[config.mk]
export PLATFORM = sky130hd
export DESIGN_NAME = top_k_sorted_result_list
export DESIGN_NICKNAME = d
export VERILOG_FILES = /design/src/design/tksrl_pkg.sv /design/src/design/top_k_sorted_result_list.sv
export SDC_FILE = /design/constraint.sdc
export NUM_CORES = 1
export LEC_CHECK = 0
export BUFFER_PORTS_ARGS = -buffer_cell sky130_fd_sc_hd__buf_2
export CORE_MARGIN = 4
export CORE_UTILIZATION = 41
export CTS_CLUSTER_SIZE = 8
export DETAILED_ROUTE_END_ITERATION = 8
export PLACE_DENSITY = 0.65
export SETUP_SLACK_MARGIN = 0.02
export SLEW_MARGIN = 20
export SYNTH_ARGS = -nofsm -noshare
export SYNTH_HDL_FRONTEND = slang
export SYNTH_SLANG_ARGS = --single-unit
[constraint.sdc]
create_clock -name clk_i -period 7.65 [get_ports clk_i]
set_clock_uncertainty 0.1 [all_clocks]
set_input_delay 0 -clock clk_i [delete_from_list [all_inputs] [get_ports clk_i]]
set_output_delay 0 -clock clk_i [all_outputs]
set_load 0.02 [all_outputs]
[src/design/tksrl_pkg.sv]
// Types and codes of the top-k sorted result list.
// Used by the top level and its checker; depends on nothing.
package tksrl_pkg;

  localparam int unsigned ScoreW   = 32;
  localparam int unsigned ActionW  = 16;
  localparam int unsigned ReadIdxW = 4;
  localparam int unsigned PosW     = 4;
  localparam int unsigned CountW   = 5;
  localparam int unsigned CfgIdxW  = 4;
  localparam int unsigned CfgDataW = 8;
  localparam int unsigned CapW     = 5;

  typedef enum logic [CfgIdxW-1:0] {
    CFG_CAPACITY = 4'd0,
    CFG_HIGHER   = 4'd1
  } cfg_reg_e;

  typedef enum logic {
    CMD_INSERT = 1'b0,
    CMD_READ   = 1'b1
  } cmd_e;

  typedef enum logic [2:0] {
    STAT_INSERTED   = 3'd0,
    STAT_DUPLICATE  = 3'd1,
    STAT_NOT_BETTER = 3'd2,
    STAT_READ_OK    = 3'd3,
    STAT_READ_RANGE = 3'd4
  } status_e;

  typedef enum logic [2:0] {
    S_IDLE,
    S_RD_WAIT,
    S_SCAN,
    S_SCAN_END,
    S_DECIDE,
    S_SHIFT,
    S_DONE
  } state_e;

  typedef struct packed {
    logic signed [ScoreW-1:0] score;
    logic [ActionW-1:0]       action;
  } entry_t;

  typedef struct packed {
    cmd_e                     command;
    logic signed [ScoreW-1:0] score;
    logic [ActionW-1:0]       action_id;
    logic [ReadIdxW-1:0]      read_index;
  } in_t;

  typedef struct packed {
    status_e                  status;
    logic [PosW-1:0]          position;
    logic [CountW-1:0]        entry_count;
    logic                     evicted;
    logic signed [ScoreW-1:0] entry_score;
    logic [ActionW-1:0]       entry_action;
  } out_t;

endpackage

[src/design/top_k_sorted_result_list.sv]
// Top-k sorted result list: entries kept best first in one synchronous RAM.
// Depends on tksrl_pkg.
//
// One beat in, one beat out. A read waits on the RAM only when the index is within the held
// entries. An insert walks the held entries one RAM read per cycle (duplicate check,
// sorted slot, worst entry), then moves the entries below the slot down one place per
// cycle and writes the new one; a rejected insert moves and writes nothing, and an insert
// into an empty list skips the walk. The single RAM read port sets this pace. A finished
// result sits in an output register, so the next beat is taken while it waits; a second
// finished result waits until that register frees up. Writing capacity empties the list
// at once; no clearing pass is needed.
module top_k_sorted_result_list #(
  parameter int unsigned MAX_ENTRIES = 16
) (
  input  logic                                 clk_i,
  input  logic                                 rst_ni,
  input  logic                                 in_valid_i,
  output logic                                 in_ready_o,
  input  tksrl_pkg::in_t                       in_data_i,
  output logic                                 out_valid_o,
  input  logic                                 out_ready_i,
  output tksrl_pkg::out_t                      out_data_o,
  input  logic                                 cfg_valid_i,
  output logic                                 cfg_ready_o,
  input  logic [tksrl_pkg::CfgIdxW-1:0]        cfg_index_i,
  input  logic [tksrl_pkg::CfgDataW-1:0]       cfg_data_i
);

  localparam int unsigned IdxW = (MAX_ENTRIES > 1) ? $clog2(MAX_ENTRIES) : 1;
  localparam int unsigned CntW = $clog2(MAX_ENTRIES + 1);
  localparam logic [CntW-1:0] MaxCnt   = CntW'(MAX_ENTRIES);
  localparam logic [CntW-1:0] ResetCap = (MAX_ENTRIES < 16) ? CntW'(MAX_ENTRIES) : CntW'(16);
  localparam logic [CntW-1:0] OneCnt   = CntW'(1);

  function automatic logic better(input logic signed [tksrl_pkg::ScoreW-1:0] a,
                                  input logic signed [tksrl_pkg::ScoreW-1:0] b,
                                  input logic hib);
    better = hib ? (a > b) : (a < b);
  endfunction

  tksrl_pkg::entry_t mem_q [MAX_ENTRIES];
  tksrl_pkg::entry_t rdata_q;

  tksrl_pkg::state_e state_q, state_d;
  logic [CntW-1:0]   held_q, held_d;
  logic [CntW-1:0]   cap_q, cap_d;
  logic              hib_q, hib_d;
  tksrl_pkg::in_t    item_q, item_d;
  logic [IdxW-1:0]   scan_idx_q, scan_idx_d;
  logic              rv_q, rv_d;
  logic [IdxW-1:0]   rv_idx_q, rv_idx_d;
  logic              dup_q, dup_d;
  logic [CntW-1:0]   slot_q, slot_d;
  logic signed [tksrl_pkg::ScoreW-1:0] worst_q, worst_d;
  logic [IdxW-1:0]   sh_idx_q, sh_idx_d;
  logic [IdxW-1:0]   slot_fin_q, slot_fin_d;
  logic              shw_vld_q, shw_vld_d;
  logic [IdxW-1:0]   shw_addr_q, shw_addr_d;
  tksrl_pkg::out_t   res_q, res_d;
  logic              out_valid_q, out_valid_d;
  tksrl_pkg::out_t   out_q, out_d;

  logic              in_acc, cfg_acc, in_range, scan_last, full, rej_dup, rej_nb;
  logic              shift_done, new_wr, out_free;
  logic [CntW-1:0]   last, slot_min;
  logic [IdxW-1:0]   raddr, waddr;
  logic              we;
  tksrl_pkg::entry_t wdata;
  logic [tksrl_pkg::CapW-1:0] cap_raw;

  assign in_ready_o  = (state_q == tksrl_pkg::S_IDLE);
  assign cfg_ready_o = (state_q == tksrl_pkg::S_IDLE);
  assign in_acc      = in_valid_i && in_ready_o;
  assign cfg_acc     = cfg_valid_i && cfg_ready_o;
  assign out_valid_o = out_valid_q;
  assign out_data_o  = out_q;

  assign in_range   = (32'(in_data_i.read_index) < 32'(held_q));
  assign scan_last  = (CntW'(scan_idx_q) == (held_q - OneCnt));
  assign full       = (held_q >= cap_q);
  assign rej_dup    = dup_q;
  assign rej_nb     = full && (held_q != '0) && !better(item_q.score, worst_q, hib_q);
  assign last       = full ? (cap_q - OneCnt) : held_q;
  assign slot_min   = (slot_q > last) ? last : slot_q;
  assign shift_done = (sh_idx_q == slot_fin_q);
  assign new_wr     = (state_q == tksrl_pkg::S_SHIFT) && shift_done && !shw_vld_q;
  assign out_free   = !out_valid_q || out_ready_i;
  assign cap_raw    = cfg_data_i[tksrl_pkg::CapW-1:0];

  // next state
  always_comb begin
    state_d = state_q;
    unique case (state_q)
      tksrl_pkg::S_IDLE: begin
        if (in_acc) begin
          if (in_data_i.command == tksrl_pkg::CMD_READ) begin
            state_d = in_range ? tksrl_pkg::S_RD_WAIT : tksrl_pkg::S_DONE;
          end else begin
            state_d = (held_q == '0) ? tksrl_pkg::S_DECIDE : tksrl_pkg::S_SCAN;
          end
        end
      end
      tksrl_pkg::S_RD_WAIT:  state_d = tksrl_pkg::S_DONE;
      tksrl_pkg::S_SCAN: begin
        if (scan_last) state_d = tksrl_pkg::S_SCAN_END;
      end
      tksrl_pkg::S_SCAN_END: state_d = tksrl_pkg::S_DECIDE;
      tksrl_pkg::S_DECIDE: begin
        state_d = (rej_dup || rej_nb) ? tksrl_pkg::S_DONE : tksrl_pkg::S_SHIFT;
      end
      tksrl_pkg::S_SHIFT: begin
        if (new_wr) state_d = tksrl_pkg::S_DONE;
      end
      tksrl_pkg::S_DONE: begin
        if (out_free) state_d = tksrl_pkg::S_IDLE;
      end
      default: state_d = tksrl_pkg::S_IDLE;
    endcase
  end

  // datapath and outputs
  always_comb begin
    held_d      = held_q;
    cap_d       = cap_q;
    hib_d       = hib_q;
    item_d      = item_q;
    scan_idx_d  = scan_idx_q;
    rv_d        = 1'b0;
    rv_idx_d    = scan_idx_q;
    dup_d       = dup_q;
    slot_d      = slot_q;
    worst_d     = worst_q;
    sh_idx_d    = sh_idx_q;
    slot_fin_d  = slot_fin_q;
    shw_vld_d   = 1'b0;
    shw_addr_d  = sh_idx_q;
    res_d       = res_q;
    out_d       = out_q;
    out_valid_d = out_valid_q;
    raddr       = '0;

    if (out_valid_q && out_ready_i) out_valid_d = 1'b0;

    if (cfg_acc) begin
      unique case (cfg_index_i)
        tksrl_pkg::CFG_CAPACITY: begin
          if (cap_raw == '0) begin
            cap_d = OneCnt;
          end else if (32'(cap_raw) > MAX_ENTRIES) begin
            cap_d = MaxCnt;
          end else begin
            cap_d = CntW'(cap_raw);
          end
          held_d = '0;
        end
        tksrl_pkg::CFG_HIGHER: hib_d = cfg_data_i[0];
        default: ;
      endcase
    end

    // scan compare, one entry per cycle behind the RAM read
    if (rv_q) begin
      if ((rdata_q.score == item_q.score) && (rdata_q.action == item_q.action_id)) begin
        dup_d = 1'b1;
      end
      if (!better(item_q.score, rdata_q.score, hib_q)) slot_d = CntW'(rv_idx_q) + OneCnt;
      worst_d = rdata_q.score;
    end

    unique case (state_q)
      tksrl_pkg::S_IDLE: begin
        if (in_acc) begin
          item_d     = in_data_i;
          scan_idx_d = '0;
          dup_d      = 1'b0;
          slot_d     = '0;
          raddr      = IdxW'(in_data_i.read_index);
          res_d.status       = tksrl_pkg::STAT_READ_RANGE;
          res_d.position     = in_data_i.read_index;
          res_d.entry_count  = tksrl_pkg::CountW'(held_q);
          res_d.evicted      = 1'b0;
          res_d.entry_score  = '0;
          res_d.entry_action = '0;
        end
      end
      tksrl_pkg::S_RD_WAIT: begin
        res_d.status       = tksrl_pkg::STAT_READ_OK;
        res_d.entry_score  = rdata_q.score;
        res_d.entry_action = rdata_q.action;
      end
      tksrl_pkg::S_SCAN: begin
        raddr      = scan_idx_q;
        rv_d       = 1'b1;
        rv_idx_d   = scan_idx_q;
        scan_idx_d = scan_idx_q + IdxW'(1);
      end
      tksrl_pkg::S_SCAN_END: ;
      tksrl_pkg::S_DECIDE: begin
        res_d.position     = '0;
        res_d.entry_count  = tksrl_pkg::CountW'(held_q);
        res_d.evicted      = 1'b0;
        res_d.entry_score  = '0;
        res_d.entry_action = '0;
        if (rej_dup) begin
          res_d.status = tksrl_pkg::STAT_DUPLICATE;
        end else if (rej_nb) begin
          res_d.status = tksrl_pkg::STAT_NOT_BETTER;
        end else begin
          held_d            = full ? held_q : (held_q + OneCnt);
          slot_fin_d        = IdxW'(slot_min);
          sh_idx_d          = IdxW'(last);
          res_d.status      = tksrl_pkg::STAT_INSERTED;
          res_d.position    = tksrl_pkg::PosW'(slot_min);
          res_d.entry_count = tksrl_pkg::CountW'(full ? held_q : (held_q + OneCnt));
          res_d.evicted     = full;
        end
      end
      tksrl_pkg::S_SHIFT: begin
        if (!shift_done) begin
          raddr      = sh_idx_q - IdxW'(1);
          shw_vld_d  = 1'b1;
          shw_addr_d = sh_idx_q;
          sh_idx_d   = sh_idx_q - IdxW'(1);
        end
      end
      tksrl_pkg::S_DONE: begin
        if (out_free) begin
          out_d       = res_q;
          out_valid_d = 1'b1;
        end
      end
      default: ;
    endcase
  end

  // RAM write: a moved entry lands one slot lower, then the new entry
  assign we    = shw_vld_q || new_wr;
  assign waddr = shw_vld_q ? shw_addr_q : slot_fin_q;
  assign wdata = shw_vld_q ? rdata_q
                           : tksrl_pkg::entry_t'({item_q.score, item_q.action_id});

  always_ff @(posedge clk_i) begin
    if (we) mem_q[waddr] <= wdata;
    rdata_q <= mem_q[raddr];
  end

  always_ff @(posedge clk_i or negedge rst_ni) begin
    if (!rst_ni) begin
      state_q     <= tksrl_pkg::S_IDLE;
      held_q      <= '0;
      cap_q       <= ResetCap;
      hib_q       <= 1'b0;
      rv_q        <= 1'b0;
      shw_vld_q   <= 1'b0;
      out_valid_q <= 1'b0;
    end else begin
      state_q     <= state_d;
      held_q      <= held_d;
      cap_q       <= cap_d;
      hib_q       <= hib_d;
      rv_q        <= rv_d;
      shw_vld_q   <= shw_vld_d;
      out_valid_q <= out_valid_d;
    end
  end

  always_ff @(posedge clk_i) begin
    item_q     <= item_d;
    scan_idx_q <= scan_idx_d;
    rv_idx_q   <= rv_idx_d;
    dup_q      <= dup_d;
    slot_q     <= slot_d;
    worst_q    <= worst_d;
    sh_idx_q   <= sh_idx_d;
    slot_fin_q <= slot_fin_d;
    shw_addr_q <= shw_addr_d;
    res_q      <= res_d;
    out_q      <= out_d;
  end

endmodule

==> results.sh, run 1 <==
export IMPL_status="completed"
export IMPL_tightest_slew_ps=1260
export IMPL_drive_gt1_share_pct=12.7
export IMPL_synth_edff_count=982
export IMPL_setup_viol=0
export IMPL_start_util_pct=41.4
export IMPL_ys_types=71
export IMPL_irDropWorstVdd_v=0.000535
export IMPL_ys_flop_type="edfxtp_1"
export IMPL_start_kind="flip-flop"
export IMPL_overflow=0
export IMPL_grt_start_max_net_pins=201
export IMPL_hold_path_class="in -> reg"
export IMPL_yosysTopAreaCell="edfxtp_1"
export IMPL_max_freq_mhz=198
export IMPL_synth_cells=3010
export IMPL_ys_ff_latch=1061
export IMPL_yosysMostFrequentCell="edfxtp_1"
export IMPL_nets=3409
export IMPL_syn_num_nets=3163
export IMPL_cp_end_kind="flip-flop"
export IMPL_hold_viol=0
export IMPL_diodes=0
export IMPL_fin_crit_sh_pct=66.1
export IMPL_yosys_top_cells_count="982 x edfxtp_1, 430 x nand2_1, 244 x a211oi_1"
export IMPL_synthDominantCellAreaShare_pct=68.6
export IMPL_grt_pass1_wl_mm=161
export IMPL_wl_mm=109
export IMPL_antenna_left=0
export IMPL_first_iter_violations=2381
export IMPL_vias=26600
export IMPL_min_period_ps=5060
export IMPL_yosys_warnings=0
export IMPL_synth_area_leaders="edfxtp_1 69%, a211oi_1 4.3%, nand2_1 3.8%, and3_1 3.5%, dfxtp_1 2.9%"
export IMPL_reg2reg_from="state_q[0]$_DFFE_PN0P_"
export IMPL_pwr_share_clk_pct=30.1
export IMPL_fin_ws_ps=2590
export IMPL_numClockSinks=1061
export IMPL_async_flop_share_pct=1.60
export IMPL_maxCapViolCount=0
export IMPL_grt_pass1_vias=25900
export IMPL_seq_area_frac_synth_pct=72.5
export IMPL_area_sequential_sq_um=31200
export IMPL_io_buffers=130
export IMPL_clk_latency_ps=730
export IMPL_power_leakage_uw=0.0178
export IMPL_dieArea_sq_um=110000
export IMPL_place_gp_congestion=0.801
export IMPL_clk_pin_slew_ps=60
export IMPL_antenna_found_initial=3
export IMPL_rsz0062_at_grt="false"
export IMPL_wl_per_cell_microns=22.9
export IMPL_dp_slack_ps=2640
export IMPL_grt_use_total_pct=19.3
export IMPL_syn_area_per_cell_sq_um=14.3
export IMPL_switching_share_pct=34.7
export IMPL_pin_count=134
export IMPL_power_density_nw_per_um2=402
export IMPL_startpoint="state_q[0]$_DFFE_PN0P_"
export IMPL_final_setup_tns_ps=0
export IMPL_slew_viol_final=0
export IMPL_dieWidth_microns=332
export IMPL_cts_made_buffers=150
export IMPL_first_pass_iters=6
export IMPL_multi_input_area_sq_um=10700
export IMPL_dp_hpwl_mm=54.0
export IMPL_seqPwrFrac_pct=40.0
export IMPL_rows=118
export IMPL_switching_power_uw=7090
export IMPL_cp_max_fo=130
export IMPL_clockBufferDepth=3
export IMPL_syn2layout_area_growth_pct=18.0
export IMPL_h_tree_depth=4
export IMPL_p_int_uw=13300
export IMPL_die_height_microns=332
export IMPL_cts_root_buf="clkbuf_16"
export IMPL_hp_start="in_data_i[0]"
export IMPL_slew_headroom_pct=15.8
export IMPL_fillerInstances=8601
export IMPL_tritoncts="built"
export IMPL_drcViolationCount=0
export IMPL_postCtsSetupRepairBufs=0
export IMPL_power_frac_comb_pct=29.9
export IMPL_crit_type="reg -> reg"
export IMPL_vias_per_cell=5.59
export IMPL_syn_area_sq_um=43000
export IMPL_cts_resized=0
export IMPL_core_sq_um=104000
export IMPL_crit_arrival_ps=5530
export IMPL_cp_data_required_time_ps=8120
==> layer usage <==
layer	share of wire (%)	up-vias	GRT usage, %
met3	8.3	199	4.56
met5	0	-	0
met4	3.0	0	6.50
li1	-	12100	-
met1	42	13200	26.1
met2	47	1050	30.8
==> final timing paths <==
kind | slack, ps | cells after the start | end
max in group asynchronous | 6430 | 3 | shw_vld_q$_DFF_PN0_
min | 100 | 4 | res_q[54]$_DFFE_PP_
max reg2reg | 2590 | 12 | rdata_q[38]$_DFF_P_
min in group asynchronous | 390 | 3 | rv_q$_DFF_PN0_
min reg2reg | 310 | 0 | out_data_o[45]$_DFFE_PP_
max | 2590 | 12 | rdata_q[38]$_DFF_P_
==> worst max-delay path, cell delays in order, from the launching register on <==
cell and delay [ps]:
dfrtp_2 860, buf_4 480, nor2_1 120, nand2_2 190, inv_1 130, a22oi_2 190, buf_4 580, nand2_8 550
buf_4 680, a211oi_1 410, a311oi_1 90, a211oi_1 270, a21oi_1 60
==> per-stage QoR <==
step / total power (uW) / std cells / util (%) / cell area [sq um] / hold slack, ps
after floorplan: 12400 / 3010 / - / 43000 / -396
after global placement: 14100 / 4354 / 43.4 / 45000 / -152
after detailed placement: 14200 / 4354 / 43.4 / 45000 / -147
after CTS: 20500 / 4753 / 48.9 / 50700 / 30.6
after global routing: 21500 / 4753 / 48.9 / 50700 / 75.4
final: 20400 / 4753 / 48.9 / 50700 / 100
==> cell usage in the layout, fill, tap and decap left out, types with 7 or more instances in the layout <==
master	n
a211oi_1	243
a21o_1	9
a21oi_1	128
a311oi_1	99
a31oi_1	106
and3_1	241
buf_2	130
buf_4	36
clkbuf_1	103
clkbuf_16	152
dfrtp_1	13
dfxtp_1	62
dlygate4sd3_1	130
edfxtp_1	982
ha_1	83
inv_1	94
mux2_2	53
mux2i_1	11
nand2_1	429
nand2b_1	7
nand3_1	21
nand4_1	14
nor2_1	30
nor2_4	17
nor2b_1	7
nor3_1	9
nor4_1	7
o21ai_0	29
xnor2_1	11
xor2_1	23
==> repair_timing <==
item                                    4_1_cts  5_1_grt
endpoints found under the setup margin        0        0
hold endpoints to repair                    100        0
hold buffers                                130        0
==> logic make-up after synthesis <==
group / share of synthesized area, %
buffers and inverters: 2.91
DFF: 72.5
AOI/OAI and AO/OA: 10.7
xor gates and xnor gates: 0.824
muxes: 1.65
adders and majority gates: 2.42
and+or+nand+nor: 8.99
==> power groups by stage <==
stage,combinational [uW],clock (uW),sequential (uW)
2_1_floorplan,4370,0,8040
3_3_place_gp,5860,0,8250
6_report,6100,6140,8160
3_5_place_dp,5980,0,8260
5_1_grt,6730,6510,8230
4_1_cts,6080,6230,8160
==> state kept, by name (all words and copies together) (netlist names), 5 cells and up <==
register / count
slot_q: 5
cap_q: 5
mem_q: 768
rdata_q: 48
held_q: 5
res_q: 61
item_q: 48
worst_q: 32
out_data_o: 61
==> layout make-up <==
type                            count  area share [%]
Tap cell                         1380            3.40
Multi-Input combinational cell   1647            21.2
Sequential cell                  1061            61.5
Clock buffer                      255            8.26
Timing Repair Buffer              301            4.58
Inverter                           95           0.706
Clock inverter                     14           0.424
No activity file was read; power rests on OpenSTA's default activity.
==> run 2, diff against run 1 <==
PLACE_DENSITY = 0.68   (was 0.65)
clock period = 4.1 ns   (was 7.65 ns; I/O delays follow)
==> run 2 against run 1 <==
  * Final area is 1.3% higher
  * Cell count increased by 0.93%
  * First-iteration DRC count rose by 8.6%
  * Register-to-register slack worse by 2500 ps
  * Critical path depth down 3
  * Global-route usage up 0.35 points
  * Clock power is 84% higher
  * Highest routed layer unchanged
  * Worst hold slack worse by 8.7 ps
  * Critical path type unchanged
==> results.sh, run 2 (synthesis results as in run 1) <==
export IMPL_die_height_microns=332
export IMPL_regMostFlops="mem_q"
export IMPL_grt_pass1_vias=26700
export IMPL_syn2layout_area_growth_pct=19.5
export IMPL_maxCapViolCount=0
export IMPL_clockBufferDepth=3
export IMPL_drive_gt1_share_pct=14.0
export IMPL_crit_type="reg -> reg"
export IMPL_start_util_pct=41.4
export IMPL_vias_per_cell=5.65
export IMPL_dieArea_sq_um=110000
export IMPL_start_kind="flip-flop"
export IMPL_pin_count=134
export IMPL_cp_max_fo=3
export IMPL_hold_path_class="in -> reg"
export IMPL_hold_viol=0
export IMPL_wl_mm=110
export IMPL_r2r_cells=9
export IMPL_cp_data_required_time_ps=4620
export IMPL_grt_use_total_pct=19.6
export IMPL_cts_made_buffers=150
export IMPL_holdPathStages=4
export IMPL_antenna_found_initial=2
export IMPL_nets=3458
export IMPL_status="completed"
export IMPL_io_buffers=130
export IMPL_clk_latency_ps=740
export IMPL_cts_root_buf="clkbuf_16"
export IMPL_fin_crit_sh_pct=97.5
export IMPL_finalPower_uw=38600
export IMPL_clk_pin_slew_ps=50
export IMPL_largest_reg_flops=768
export IMPL_crit_slowest_cell="o31ai_1"
export IMPL_overflow=0
export IMPL_grt_start_max_net_pins=148
export IMPL_cp_depth=9
export IMPL_wl_per_cell_microns=22.9
export IMPL_irDropWorstVdd_v=0.000421
export IMPL_place_gp_congestion=0.887
export IMPL_max_freq_mhz=250
export IMPL_h_tree_depth=4
export IMPL_first_pass_iters=5
export IMPL_tritoncts="built"
export IMPL_layout_common_cells="982 x edfxtp_1, 429 x nand2_1, 243 x a211oi_1, 241 x and3_1, 151 x clkbuf_16"
export IMPL_cp_num_buf_inv=1
export IMPL_first_iter_violations=2586
export IMPL_dp_hpwl_mm=58.2
export IMPL_core_sq_um=104000
export IMPL_rows=118
export IMPL_power_leakage_uw=0.0181
export IMPL_vias=27100
export IMPL_numClockSinks=1061
export IMPL_cts_resized=0
export IMPL_antenna_left=0
export IMPL_crit_arrival_ps=4520
export IMPL_power_density_nw_per_um2=751
export IMPL_layout_commonest_cell="edfxtp_1"
export IMPL_dieWidth_microns=332
export IMPL_setup_viol=0
export IMPL_min_period_ps=4000
export IMPL_cp_end_kind="flip-flop"
export IMPL_rsz0062_at_grt="false"
export IMPL_final_setup_tns_ps=0
export IMPL_tightest_slew_ps=986
export IMPL_grt_pass1_wl_mm=167
export IMPL_cpPeakStageDelay_ps=820
export IMPL_drcViolationCount=0
export IMPL_cpLargestDelayFamily="compound AO/OA/AOI/OAI gates"
export IMPL_postCtsSetupRepairBufs=0
export IMPL_worstPathCellList="ha_1 > a21oi_1 > o21ai_0 > a221o_1 > o31ai_1 > a31oi_1 > mux2i_1 > o2bb2ai_1 > dlygate4sd3_1"
export IMPL_slew_headroom_pct=33.9
export IMPL_slew_viol_final=0
export IMPL_hold_buffers=130
[run 2: metrics by stage]
step | instance area [sq um] | hold slack [ps] | setup slack (ps) | cells | util (%)
after floorplan | 43000 | -396 | -254 | 3010 | -
after global placement | 45700 | -119 | 304 | 4403 | 44.0
after detailed placement | 45700 | -118 | 308 | 4403 | 44.0
after CTS | 51300 | 31.4 | 207 | 4796 | 49.5
after global routing | 51300 | 91.9 | 172 | 4797 | 49.5
final | 51300 | 91.8 | 103 | 4797 | 49.5
[run 2: layout make-up]
class | instances | area [sq um]
Inverter | 95 | 358
Sequential cell | 1061 | 31200
Clock buffer | 249 | 4150
Tap cell | 1380 | 1730
Timing Repair Buffer | 350 | 2990
Multi-Input combinational cell | 1647 | 10700
Fill cell | 8562 | 52400
Clock inverter | 14 | 219
Antenna cell | 1 | 2.50
[run 2: layer usage]
layer | GRT usage, % | wire, microns | vias up
met5 | 0 | 0 | -
met4 | 6.69 | 2980 | 0
met3 | 3.61 | 7740 | 180
met2 | 31.7 | 52500 | 1084
met1 | 26.9 | 46800 | 13600
li1 | - | - | 12300
[run 2: worst paths after layout]
| check | from | to | slack [ps] |
|---|---|---|---|
| setup / recovery | item_q[25]$_DFFE_PP_ | state_q[1]$_DFFE_PN0P_ | 100 |
| hold / removal | in_data_i[3] | res_q[57]$_DFFE_PP_ | 90 |
| max in group asynchronous | rst_ni | shw_vld_q$_DFF_PN0_ | 2860 |
| hold reg to reg | res_q[3]$_SDFFCE_PN0P_ | out_data_o[3]$_DFFE_PP_ | 310 |
| setup reg to reg | item_q[25]$_DFFE_PP_ | state_q[1]$_DFFE_PN0P_ | 100 |
| min in group asynchronous | rst_ni | cap_q[1]$_DFFE_PN0P_ | 380 |
[run 2: power by group]
group | switching, uW | internal, uW
sequential | 1030 | 14100
combinational | 7900 | 4230
clock | 4460 | 6870
[run 2: worst min-delay path: stages]
cell	delay, ps
dlygate4sd3_1	520
buf_2	160
nand2_1	60
o21ai_0	70
